`config.mk`:
```
export PLATFORM = sky130hd
export DESIGN_NAME = stick_to_menu_keys_autorepeat_unit
export DESIGN_NICKNAME = d
export VERILOG_FILES = /design/src/hdl/smka_pkg.sv /design/src/hdl/stick_to_menu_keys_autorepeat_unit.sv
export SDC_FILE = /design/constraint.sdc
export NUM_CORES = 1
export LEC_CHECK = 0
export ABC_AREA = 1
export BUFFER_PORTS_ARGS = -buffer_cell sky130_fd_sc_hd__buf_4
export CORE_ASPECT_RATIO = 1.2
export CORE_MARGIN = 2
export CORE_UTILIZATION = 54
export CTS_BUF_LIST = sky130_fd_sc_hd__clkbuf_8 sky130_fd_sc_hd__clkbuf_16
export CTS_CLUSTER_DIAMETER = 200
export DETAILED_ROUTE_END_ITERATION = 7
export PLACE_DENSITY = 0.74
export SETUP_SLACK_MARGIN = 0.2
export SLEW_MARGIN = 0
export SYNTH_ARGS = -nofsm -noshare
export SYNTH_HDL_FRONTEND = slang
export SYNTH_SLANG_ARGS = --single-unit
export TNS_END_PERCENT = 5
```
`constraint.sdc`:
```
create_clock -name i_clk -period 8.43 [get_ports i_clk]
set_input_delay 2.1075 -clock i_clk [delete_from_list [all_inputs] [get_ports i_clk]]
set_output_delay 2.1075 -clock i_clk [all_outputs]
set_load 0.02 [all_outputs]
```
`src/hdl/smka_pkg.sv`:
```
// ----------------------------------------------------------------------------
// smka_pkg
// Shared types and constants for the stick-to-menu-keys auto-repeat unit:
// key codes, axis direction codes, register indexes and reset values.
// ----------------------------------------------------------------------------
package smka_pkg;

    // Default parameter values
    localparam int AXIS_WIDTH_DEF = 16;
    localparam int TIME_WIDTH_DEF = 16;

    // Fixed field widths
    localparam int KEY_W       = 3;
    localparam int ELAPSED_W   = 16;
    localparam int THRESHOLD_W = 15;
    localparam int CFG_DATA_W  = 16;
    localparam int CFG_INDEX_W = 2;
    localparam int MAX_KEYS    = 4;
    localparam int KEY_CNT_W   = 3;

    // Key codes
    localparam logic [KEY_W-1:0] KEY_UP     = 3'd0;
    localparam logic [KEY_W-1:0] KEY_DOWN   = 3'd1;
    localparam logic [KEY_W-1:0] KEY_LEFT   = 3'd2;
    localparam logic [KEY_W-1:0] KEY_RIGHT  = 3'd3;
    localparam logic [KEY_W-1:0] KEY_ENTER  = 3'd4;
    localparam logic [KEY_W-1:0] KEY_ESCAPE = 3'd5;

    // Register indexes
    localparam logic [CFG_INDEX_W-1:0] CFG_AXIS_THRESHOLD    = 2'd0;
    localparam logic [CFG_INDEX_W-1:0] CFG_INITIAL_REPEAT_MS = 2'd1;
    localparam logic [CFG_INDEX_W-1:0] CFG_REPEAT_MS         = 2'd2;

    // Register reset values
    localparam logic [THRESHOLD_W-1:0] AXIS_THRESHOLD_RST    = 15'd18022;
    localparam logic [CFG_DATA_W-1:0]  INITIAL_REPEAT_MS_RST = 16'd350;
    localparam logic [CFG_DATA_W-1:0]  REPEAT_MS_RST         = 16'd120;

    // Axis direction
    typedef enum logic [1:0] {
        DIR_NONE = 2'd0,
        DIR_POS  = 2'd1,
        DIR_NEG  = 2'd2
    } t_dir;

    // Key slots of one poll
    typedef logic [MAX_KEYS-1:0][KEY_W-1:0] t_key_slots;

endpackage

```
`src/hdl/stick_to_menu_keys_autorepeat_unit.sv`:
```
// ----------------------------------------------------------------------------
// stick_to_menu_keys_autorepeat_unit
// Turns one controller poll into up to four menu key transactions
// (vertical, horizontal, enter, escape) with typematic auto-repeat.
// ----------------------------------------------------------------------------
// Each accepted poll is evaluated in the cycle it is accepted: axis
// directions, repeat timers and button history are updated at once and the
// keys it produces are packed into a pending register. From there they move
// to the output register and leave one key per cycle while i_stall is low,
// the final key of a poll flagged by o_last. A poll is accepted every cycle
// as long as the output keeps pace, so a poll producing n keys occupies the
// output for n key transfers (one to four; a poll producing no key puts
// nothing at the output). With the output idle, the first key of a poll
// passes the pending register and then the output register before it is
// offered. The one-key-per-cycle output register sets the sustained rate;
// the pending register lets the next poll enter while the current one drains.
module stick_to_menu_keys_autorepeat_unit #(
    parameter int AXIS_WIDTH = smka_pkg::AXIS_WIDTH_DEF,
    parameter int TIME_WIDTH = smka_pkg::TIME_WIDTH_DEF
) (
    input  logic                                 i_clk,
    input  logic                                 i_rst_n,

    // configuration write port
    input  logic                                 i_cfg_we,
    input  logic [smka_pkg::CFG_INDEX_W-1:0]     i_cfg_index,
    input  logic [smka_pkg::CFG_DATA_W-1:0]      i_cfg_data,

    // poll channel
    input  logic                                 i_valid,
    output logic                                 o_stall,
    input  logic [smka_pkg::ELAPSED_W-1:0]       i_elapsed_ms,
    input  logic                                 i_session_accepts,
    input  logic                                 i_menu_active,
    input  logic                                 i_left_connected,
    input  logic                                 i_right_connected,
    input  logic signed [AXIS_WIDTH-1:0]         i_stick_x,
    input  logic signed [AXIS_WIDTH-1:0]         i_stick_y,
    input  logic                                 i_right_primary,
    input  logic                                 i_right_secondary,
    input  logic                                 i_left_menu,
    input  logic                                 i_right_menu,

    // key channel
    output logic                                 o_valid,
    input  logic                                 i_stall,
    output logic [smka_pkg::KEY_W-1:0]           o_key_code,
    output logic                                 o_last
);

    // signed compare width: holds the stick value and the negated threshold
    localparam int SW = ((AXIS_WIDTH > smka_pkg::THRESHOLD_W) ?
                         AXIS_WIDTH : smka_pkg::THRESHOLD_W) + 2;
    // elapsed compare width
    localparam int CW = (TIME_WIDTH > smka_pkg::ELAPSED_W) ?
                        TIME_WIDTH : smka_pkg::ELAPSED_W;

    typedef struct packed {
        smka_pkg::t_dir          dir;
        logic [TIME_WIDTH-1:0]   timer;
        logic                    emit;
        logic                    neg;
    } t_axis_res;

    function automatic t_axis_res f_axis(
        input logic signed [SW-1:0]           value,
        input logic signed [SW-1:0]           thr,
        input smka_pkg::t_dir                 dir,
        input logic [TIME_WIDTH-1:0]          timer,
        input logic [CW-1:0]                  elapsed,
        input logic [TIME_WIDTH-1:0]          init_ms,
        input logic [TIME_WIDTH-1:0]          rep_ms
    );
        smka_pkg::t_dir          nxt;
        logic [TIME_WIDTH-1:0]   left;
        t_axis_res               res;
        if (value > thr) begin
            nxt = smka_pkg::DIR_POS;
        end else if (value < -thr) begin
            nxt = smka_pkg::DIR_NEG;
        end else begin
            nxt = smka_pkg::DIR_NONE;
        end
        res.dir   = nxt;
        res.neg   = (nxt == smka_pkg::DIR_NEG);
        res.emit  = 1'b0;
        res.timer = timer;
        left      = '0;
        if (nxt == smka_pkg::DIR_NONE) begin
            res.timer = '0;
        end else if (nxt != dir) begin
            res.emit  = 1'b1;
            res.timer = init_ms;
        end else begin
            // count down, saturating at zero; no residue into the reload
            if (elapsed >= CW'(timer)) begin
                left = '0;
            end else begin
                left = TIME_WIDTH'(CW'(timer) - elapsed);
            end
            if (left == '0) begin
                res.emit  = 1'b1;
                res.timer = rep_ms;
            end else begin
                res.timer = left;
            end
        end
        return res;
    endfunction

    // configuration
    logic [smka_pkg::THRESHOLD_W-1:0] r_axis_threshold;
    logic [smka_pkg::CFG_DATA_W-1:0]  r_initial_repeat_ms;
    logic [smka_pkg::CFG_DATA_W-1:0]  r_repeat_ms;

    // poll state
    smka_pkg::t_dir          r_vert_dir, n_vert_dir;
    smka_pkg::t_dir          r_horz_dir, n_horz_dir;
    logic [TIME_WIDTH-1:0]   r_vert_timer, n_vert_timer;
    logic [TIME_WIDTH-1:0]   r_horz_timer, n_horz_timer;
    logic                    r_prev_primary, r_prev_secondary;
    logic                    r_prev_menu_left, r_prev_menu_right;

    // key buffers
    smka_pkg::t_key_slots                r_pend_key, n_pend_key;
    logic [smka_pkg::KEY_CNT_W-1:0]      r_pend_cnt, n_pend_cnt;
    smka_pkg::t_key_slots                r_out_key;
    logic [smka_pkg::KEY_CNT_W-1:0]      r_out_left;

    logic                    accept, pop, out_free, move;
    logic                    btn_a, btn_b, btn_ml, btn_mr, enabled;
    logic signed [SW-1:0]    thr_s, val_x, val_y;
    logic [CW-1:0]           elapsed;
    t_axis_res               vert_res, horz_res;

    always_ff @(posedge i_clk) begin
        if (!i_rst_n) begin
            r_axis_threshold    <= smka_pkg::AXIS_THRESHOLD_RST;
            r_initial_repeat_ms <= smka_pkg::INITIAL_REPEAT_MS_RST;
            r_repeat_ms         <= smka_pkg::REPEAT_MS_RST;
        end else if (i_cfg_we) begin
            unique case (i_cfg_index)
                smka_pkg::CFG_AXIS_THRESHOLD: begin
                    r_axis_threshold <= i_cfg_data[smka_pkg::THRESHOLD_W-1:0];
                end
                smka_pkg::CFG_INITIAL_REPEAT_MS: begin
                    r_initial_repeat_ms <= i_cfg_data;
                end
                smka_pkg::CFG_REPEAT_MS: begin
                    r_repeat_ms <= i_cfg_data;
                end
                default: begin
                    // unknown index: ignore
                end
            endcase
        end
    end

    // handshake
    assign o_valid    = (r_out_left != '0);
    assign pop        = o_valid && !i_stall;
    assign out_free   = (r_out_left == '0) ||
                        (pop && (r_out_left == smka_pkg::KEY_CNT_W'(1)));
    assign move       = (r_pend_cnt != '0) && out_free;
    assign o_stall    = (r_pend_cnt != '0) && !out_free;
    assign accept     = i_valid && !o_stall;
    assign o_key_code = r_out_key[0];
    assign o_last     = (r_out_left == smka_pkg::KEY_CNT_W'(1));

    // poll evaluation
    assign btn_a   = i_right_connected && i_right_primary;
    assign btn_b   = i_right_connected && i_right_secondary;
    assign btn_ml  = i_left_connected && i_left_menu;
    assign btn_mr  = i_right_connected && i_right_menu;
    assign enabled = i_menu_active && i_session_accepts;

    assign thr_s   = SW'(r_axis_threshold);
    assign val_x   = i_left_connected ? SW'(i_stick_x) : '0;
    assign val_y   = i_left_connected ? SW'(i_stick_y) : '0;
    assign elapsed = CW'(i_elapsed_ms) & CW'({TIME_WIDTH{1'b1}});

    assign vert_res = f_axis(val_y, thr_s, r_vert_dir, r_vert_timer, elapsed,
                             TIME_WIDTH'(r_initial_repeat_ms),
                             TIME_WIDTH'(r_repeat_ms));
    assign horz_res = f_axis(val_x, thr_s, r_horz_dir, r_horz_timer, elapsed,
                             TIME_WIDTH'(r_initial_repeat_ms),
                             TIME_WIDTH'(r_repeat_ms));

    always_comb begin
        n_vert_dir   = smka_pkg::DIR_NONE;
        n_horz_dir   = smka_pkg::DIR_NONE;
        n_vert_timer = '0;
        n_horz_timer = '0;
        n_pend_key   = '0;
        n_pend_cnt   = '0;
        if (enabled) begin
            n_vert_dir   = vert_res.dir;
            n_horz_dir   = horz_res.dir;
            n_vert_timer = vert_res.timer;
            n_horz_timer = horz_res.timer;
            // append keys in order: vertical, horizontal, enter, escape
            if (vert_res.emit) begin
                n_pend_key[n_pend_cnt[1:0]] = vert_res.neg ? smka_pkg::KEY_DOWN
                                                           : smka_pkg::KEY_UP;
                n_pend_cnt = n_pend_cnt + smka_pkg::KEY_CNT_W'(1);
            end
            if (horz_res.emit) begin
                n_pend_key[n_pend_cnt[1:0]] = horz_res.neg ? smka_pkg::KEY_LEFT
                                                           : smka_pkg::KEY_RIGHT;
                n_pend_cnt = n_pend_cnt + smka_pkg::KEY_CNT_W'(1);
            end
            if (btn_a && !r_prev_primary) begin
                n_pend_key[n_pend_cnt[1:0]] = smka_pkg::KEY_ENTER;
                n_pend_cnt = n_pend_cnt + smka_pkg::KEY_CNT_W'(1);
            end
            if ((btn_b && !r_prev_secondary) || (btn_ml && !r_prev_menu_left) ||
                (btn_mr && !r_prev_menu_right)) begin
                n_pend_key[n_pend_cnt[1:0]] = smka_pkg::KEY_ESCAPE;
                n_pend_cnt = n_pend_cnt + smka_pkg::KEY_CNT_W'(1);
            end
        end
    end

    // poll state advances only on an accepted transaction
    always_ff @(posedge i_clk) begin
        if (!i_rst_n) begin
            r_vert_dir        <= smka_pkg::DIR_NONE;
            r_horz_dir        <= smka_pkg::DIR_NONE;
            r_vert_timer      <= '0;
            r_horz_timer      <= '0;
            r_prev_primary    <= 1'b0;
            r_prev_secondary  <= 1'b0;
            r_prev_menu_left  <= 1'b0;
            r_prev_menu_right <= 1'b0;
        end else if (accept) begin
            r_vert_dir        <= n_vert_dir;
            r_horz_dir        <= n_horz_dir;
            r_vert_timer      <= n_vert_timer;
            r_horz_timer      <= n_horz_timer;
            r_prev_primary    <= btn_a;
            r_prev_secondary  <= btn_b;
            r_prev_menu_left  <= btn_ml;
            r_prev_menu_right <= btn_mr;
        end
    end

    // pending register: load on accept, drop once handed to the output
    always_ff @(posedge i_clk) begin
        if (!i_rst_n) begin
            r_pend_cnt <= '0;
        end else if (accept) begin
            r_pend_cnt <= n_pend_cnt;
        end else if (move) begin
            r_pend_cnt <= '0;
        end
    end

    always_ff @(posedge i_clk) begin
        if (accept) begin
            r_pend_key <= n_pend_key;
        end
    end

    // output register: load a whole poll, then shift one key out per pop
    always_ff @(posedge i_clk) begin
        if (!i_rst_n) begin
            r_out_left <= '0;
        end else if (move) begin
            r_out_left <= r_pend_cnt;
        end else if (pop) begin
            r_out_left <= r_out_left - smka_pkg::KEY_CNT_W'(1);
        end
    end

    always_ff @(posedge i_clk) begin
        if (move) begin
            r_out_key <= r_pend_key;
        end else if (pop) begin
            r_out_key <= {smka_pkg::KEY_W'(0), r_out_key[smka_pkg::MAX_KEYS-1:1]};
        end
    end

endmodule

```
## Word-level counts from Yosys, hierarchy flattened

Cells that the tools add are included.

- Register bits after elaboration: 117
- Input port bits: 79
- Output and inout bits: 6

- Add/sub/neg operators: 7
- Order comparisons: 12
- Equality and inequality tests: 7
- Multiplexer cells: 56
- Bitwise gates (word level): 6
- Reductions and logical operators: 40

Operators with widths:

| kind | count |
|---|---|
| $mux 16 | 12 |
| $mux 12 | 7 |
| $mux 3 | 15 |
| $gt 18x16->1 | 2 |
| $lt 18x18->1 | 2 |
| $mux 18 | 2 |
| $mux 17 | 2 |
| $ge 16x16->1 | 2 |
| $logic_not 16->1 | 2 |
| $sub 16x16->16 | 2 |
| $demux 3 s2 | 3 |
| $neg 15->18 | 1 |
| $logic_and 1x1->1 | 17 |
| $bwmux 12 | 1 |
| $mux 2 | 6 |
| $add 3x1->3 const B | 3 |
| $lt 2x3->1 const B | 3 |
| $and 8x8->8 | 1 |
| $mux 1 | 8 |
| $not 8->8 | 1 |
| $or 8x8->8 | 1 |
| $logic_not 1->1 | 7 |
| $eq 2x2->1 const B | 3 |
| $ge 2x1->1 const B | 3 |
| other kinds (13) | 22 |

## Longest topological paths before layout

- Depth in word-level cells: 26
- Mapped depth: 31
- Mapped depth without buffers: 31

## Worst setup path before layout

OpenSTA, ideal clock, no wires.

- Path kind: input to register
- Start point: in i_left_connected
- End point: reg r_pend_cnt[2] (netlist name)
- Library setup time: 0.132 ns
- Data arrival time: 5.667 ns
- Data required time: 8.298 ns
- Setup slack: 2.631 ns
- Stages on the path: 22
- Buffers on the path: 2
- Path through: buf_2 > buf_1 > nand2_1 > inv_1 > ha_1 > a21oi_1 > o21ai_0 > a211oi_1 > nand3_1 > nand3_2 > xor2_1 > nand4_1 > nand2_1 > fa_1 > inv_1 > ha_1 > inv_1 > ha_1 > nand2_1 > nand2_1 > nand2_1 > a21oi_1

- Word-level cells in the longest chain between the ends: 19

Ends and longest elaborated chain:

| element | line | RTL |
|---|---|---|
| start: declaration | stick_to_menu_keys_autorepeat_unit.sv:35 | `input logic i_left_connected,` |
| $mux 18 | stick_to_menu_keys_autorepeat_unit.sv:179 | `assign val_y = i_left_connected ? SW'(i_stick_y) : '0;` |
| $lt 18x18->1 | stick_to_menu_keys_autorepeat_unit.sv:79 | `end else if (value < -thr) begin` |
| $mux 2 | stick_to_menu_keys_autorepeat_unit.sv:79 |  |
| $mux 2 | stick_to_menu_keys_autorepeat_unit.sv:77 | `if (value > thr) begin` |
| $ne 2x2->1 | stick_to_menu_keys_autorepeat_unit.sv:91 | `end else if (nxt != dir) begin` |
| $mux 17 | stick_to_menu_keys_autorepeat_unit.sv:91 |  |
| $mux 1 | stick_to_menu_keys_autorepeat_unit.sv:89 | `if (nxt == smka_pkg::DIR_NONE) begin` |
| $mux 1 | stick_to_menu_keys_autorepeat_unit.sv:202 | `if (vert_res.emit) begin` |
| (+3 left out) | - |  |
| $mux 3 | stick_to_menu_keys_autorepeat_unit.sv:196 | `if (enabled) begin` |
| $add 3x1->3 | stick_to_menu_keys_autorepeat_unit.sv:214 | `n_pend_cnt = n_pend_cnt + smka_pkg::KEY_CNT_W'(1);` |
| $mux 3 | stick_to_menu_keys_autorepeat_unit.sv:212 | `if (btn_a && !r_prev_primary) begin` |
| $mux 3 | stick_to_menu_keys_autorepeat_unit.sv:196 |  |
| $add 3x1->3 | stick_to_menu_keys_autorepeat_unit.sv:219 | `n_pend_cnt = n_pend_cnt + smka_pkg::KEY_CNT_W'(1);` |
| $mux 3 (*) | stick_to_menu_keys_autorepeat_unit.sv:216 | `if ((btn_b && !r_prev_secondary) \|\| (btn_ml && !r_prev_menu_left) \|\|` |
| $mux 3 (*) | stick_to_menu_keys_autorepeat_unit.sv:196 |  |
| $mux 3 (*) | stick_to_menu_keys_autorepeat_unit.sv:251 | `end else if (accept) begin` |
| end signal: assignment | stick_to_menu_keys_autorepeat_unit.sv:252 | `r_pend_cnt <= n_pend_cnt;` |
| end: declaration | stick_to_menu_keys_autorepeat_unit.sv:126 | `logic [smka_pkg::KEY_CNT_W-1:0] r_pend_cnt, n_pend_cnt;` |

Mark *: on every way between the ends. The rest lies on a longest branch, timed or not. The select of a mux whose other input is x is not followed.
A chain may end at the register's enable or synchronous reset.

## Worst setup path after layout

- Start point: in i_elapsed_ms[0] (netlist name)
- End point: reg r_pend_cnt[2] (netlist name)

- Word-level cells in the longest chain between the ends: 20

Ends and longest elaborated chain:

| element | line | RTL |
|---|---|---|
| start: declaration | stick_to_menu_keys_autorepeat_unit.sv:32 | `input logic [smka_pkg::ELAPSED_W-1:0] i_elapsed_ms,` |
| $sub 16x16->16 / $ge 16x16->1 (equally long branches) | stick_to_menu_keys_autorepeat_unit.sv:99, stick_to_menu_keys_autorepeat_unit.sv:96 |  |
| $mux 16 | stick_to_menu_keys_autorepeat_unit.sv:96 | `if (elapsed >= CW'(timer)) begin` |
| $mux 16 | stick_to_menu_keys_autorepeat_unit.sv:91 |  |
| $mux 16 | stick_to_menu_keys_autorepeat_unit.sv:89 |  |
| $logic_not 16->1 | stick_to_menu_keys_autorepeat_unit.sv:101 | `if (left == '0) begin` |
| $mux 1 | stick_to_menu_keys_autorepeat_unit.sv:101 |  |
| $mux 17 | stick_to_menu_keys_autorepeat_unit.sv:91 |  |
| $mux 1 | stick_to_menu_keys_autorepeat_unit.sv:89 |  |
| (+4 left out) | - |  |
| $mux 3 (*) | stick_to_menu_keys_autorepeat_unit.sv:196 |  |
| $add 3x1->3 | stick_to_menu_keys_autorepeat_unit.sv:214 |  |
| $mux 3 (*) | stick_to_menu_keys_autorepeat_unit.sv:212 |  |
| $mux 3 (*) | stick_to_menu_keys_autorepeat_unit.sv:196 |  |
| $add 3x1->3 | stick_to_menu_keys_autorepeat_unit.sv:219 |  |
| $mux 3 (*) | stick_to_menu_keys_autorepeat_unit.sv:216 |  |
| $mux 3 (*) | stick_to_menu_keys_autorepeat_unit.sv:196 |  |
| $mux 3 (*) | stick_to_menu_keys_autorepeat_unit.sv:251 |  |

Marks and branches as above.

==> flow_summary.ini <==
[clock_network]
path_clk_slew_ns = 0.06
cts_sinks = 113
numCtsBuffers = 17
max-clock-path-buffers = 2
cts_resized = 0
cts_root_buf = clkbuf_16
htreeDepth = 4
cts_tree = yes
hold_buffers = 0
cts_setup_buffers = 0
clk_latency_ns = 0.42

[floorplan]
die_w_microns = 124
dieArea_sq_mm = 0.0183
io_pins = 85
num_rows = 52
dieHeight_microns = 148
start_util_pct = 55.2
coreArea_sq_mm = 0.0169

[synthesis]
synth-edff-count = 20
synth_commonest_cells = nand2_1 (379), inv_1 (168), a21oi_1 (129)
ys_warn_count = 0
syn-mean-instance-area_sq_um = 6.69
syn_inst = 1391
synthTopCellsByArea = dfxtp_1 (20%), nand2_1 (15%), ha_1 (14%)
synth_top_area_cell = dfxtp_1
yosysMostFrequentCell = nand2_1
synth_ff_type = dfxtp_1
synth.cell_area_sq_mm = 0.00930
seq_area_frac_synth_pct = 26.5
netlist-cell-type-count = 51
synth_nets = 1577
synth-seq-cells = 113
synthArstFlopShare_pct = 0
synth_top_cell_area_share_pct = 20.0

[global_routing]
grt_overflow = 0
grt_pass1_wl_mm = 42.9
first_global_vias = 8853
grt_max_degree = 52
antenna_found_initial = 0
grt_use_total_pct = 29.9

[timing]
finalHoldViolations = 0
skew_ns = 0.0152
fin_crit_sh_pct = 71.6
slew_headroom_pct = 25.8
drv_slew = 0
rsz0062_at_grt = no
fmax_mhz = 166
fin_tns_setup_ns = 0
tightest_slew_ns = 1.11
period_needed_ns = 6.04
layout_setup_ws_ns = 2.39
setup_violations = 0

[route]
totalWireLength_mm = 26.9
vias = 9505
detail_route.vias_per_cell = 5.63
drc = 0
dr.pass1.iters = 5
postRouteAntennaNets = 0
drt_iter0_markers = 577
wl_per_cell_microns = 15.9

[layout]
fillCellCount = 1578
nets = 1644
syn2layout_area_growth_pct = 14.3
antenna_cells = 0
multiInputGateArea_sq_mm = 0.00597
finalNonFillerCells = 1687
fin_util_pct = 63.1
seq_area_sq_mm = 0.00246
drive_gt1_share_pct = 10.5

[placed_design]
post-dp-hpwl_mm = 21.5
dp_worst_setup_slack_ns = 1.99
place.port_buffers = 84
place.gp.congestion = 0.995
dp.cells = 1655

[setup_path]
endpoint_kind = flop
rr_startpoint = r_axis_threshold[0]$_SDFFE_PN0P_
crit_start = i_elapsed_ms[0]
path_class = in2reg
cp_max_fo = 20
worstPathRequired_ns = 8.71
startpoint_type = input pin
worstPathArrival_ns = 6.32

[status]
outcome = completed

[power]
leakage_nw = 5.33
p_per_area_mw_per_mm2 = 174
total_power_mw = 1.85
irDropWorstVdd_uv = 133

[flow_run]
cap_violations = 0

[hold_path]
hp-start = r_initial_repeat_ms[10]$_SDFFE_PN0P_
holdCritPathClass = reg2reg
## cell type report
class | count | area share [%]
Clock inverter | 15 | 1.50
Inverter | 178 | 6.29
Timing Repair Buffer | 89 | 6.29
Clock buffer | 17 | 4.00
Tap cell | 216 | 2.54
Multi-Input combinational cell | 1059 | 56.2
Sequential cell | 113 | 23.2
## per-layer routing
| metal | track usage [%] | share of wire (%) | wire (microns) |
|---|---|---|---|
| met2 | 50.4 | 48 | 12800 |
| met5 | 0 | 0 | 0 |
| met3 | 3.51 | 5.4 | 1450 |
| met4 | 16.5 | 5.3 | 1440 |
| met1 | 36.6 | 42 | 11200 |
## logic make-up (layout without fill, tap and decap cells)
family | Yosys count | after routing | synth area share [%]
adder cells (fa/ha/maj) | 107 | 107 | 14.6
AO/OA/AOI/OAI | 276 | 276 | 16.6
AND/OR/NAND/NOR | 650 | 650 | 30.6
buffers and inverters | 219 | 299 | 9.30
XOR/XNOR | 26 | 26 | 2.45
flip-flops | 113 | 113 | 26.5
## power by group
part | switching (mW) | total (mW) | internal, mW
Sequential | 0.0239 | 0.641 | 0.617
Combinational | 0.324 | 0.501 | 0.177
Clock | 0.274 | 0.711 | 0.436
## metrics by stage
step           hold slack [ns]  area [sq um]
2_1_floorplan            0.440          9300
3_3_place_gp             0.458         10000
3_5_place_dp             0.460         10000
4_1_cts                  0.469         10600
5_1_grt                  0.479         10600
6_report                 0.469         10600
## final timing paths
path | cells after the start | endpoint | slack (ns)
worst max-delay path | 28 | r_pend_cnt[2]$_SDFFE_PN0P_ | 2.39
worst min-delay path | 2 | r_initial_repeat_ms[10]$_SDFFE_PN0P_ | 0.47
worst max register to register | 27 | r_pend_cnt[2]$_SDFFE_PN0P_ | 3.04
worst min register to register | 2 | r_initial_repeat_ms[10]$_SDFFE_PN0P_ | 0.47
## flip-flops by register name, indices dropped and copies added, names as in the netlist, 2 cells and up
| register | flops |
|---|---|
| r_out_left | 3 |
| r_out_key | 7 |
| r_axis_threshold | 15 |
| r_pend_cnt | 3 |
| r_horz_dir | 2 |
| o_key_code | 3 |
| r_vert_timer | 16 |
| r_horz_timer | 16 |
| r_initial_repeat_ms | 16 |
| r_pend_key | 10 |
| r_vert_dir | 2 |
| r_repeat_ms | 16 |
## cell usage in the layout, fill, tap and decap left out, types with 2 or more instances in the layout
cell type     n
bufinv_16     2
a221oi_1      2
clkinv_1      4
a211oi_1      5
o21a_1        7
nand2_1     379
ha_1        104
o31ai_1       2
nor3_1       17
a21oi_1     129
o211ai_1     19
inv_1       168
xnor2_1       6
clkinv_4      3
o2111ai_1     3
a21o_1        8
o21ai_0      76
nor2_1       90
nand4_1      35
inv_6         3
nor2_2        5
nand2_2       7
edfxtp_1     20
nand3b_1      9
nor4_1        7
inv_2         7
clkinvlp_4    5
o21bai_1      5
buf_4        89
nor2_4        3
dfxtp_1      93
fa_1          3
clkbuf_16    17
o21ai_1      13
xor2_1       20
nand3_1      83
nand3_2       7
## critical path: stages
cell,delay [ns]
buf_4,0.09
ha_1,0.15
inv_1,0.07
fa_1,0.41
nand3_1,0.09
nand2_1,0.10
nand2_1,0.08
nand3_1,0.17
nand2_1,0.11
a22oi_1,0.07
buf_4,0.24
o21ai_0,0.10
nand2_1,0.08
nor2_1,0.21
nand3_2,0.35
nand4_1,0.28
nand2_1,0.16
ha_1,0.22
nand2_1,0.09
inv_1,0.04
a21oi_1,0.29
ha_1,0.21
inv_1,0.05
ha_1,0.28
nand2_1,0.06
nand2_1,0.05
nand2_1,0.06
a21oi_1,0.06
No activity file was read; power rests on OpenSTA's default activity.
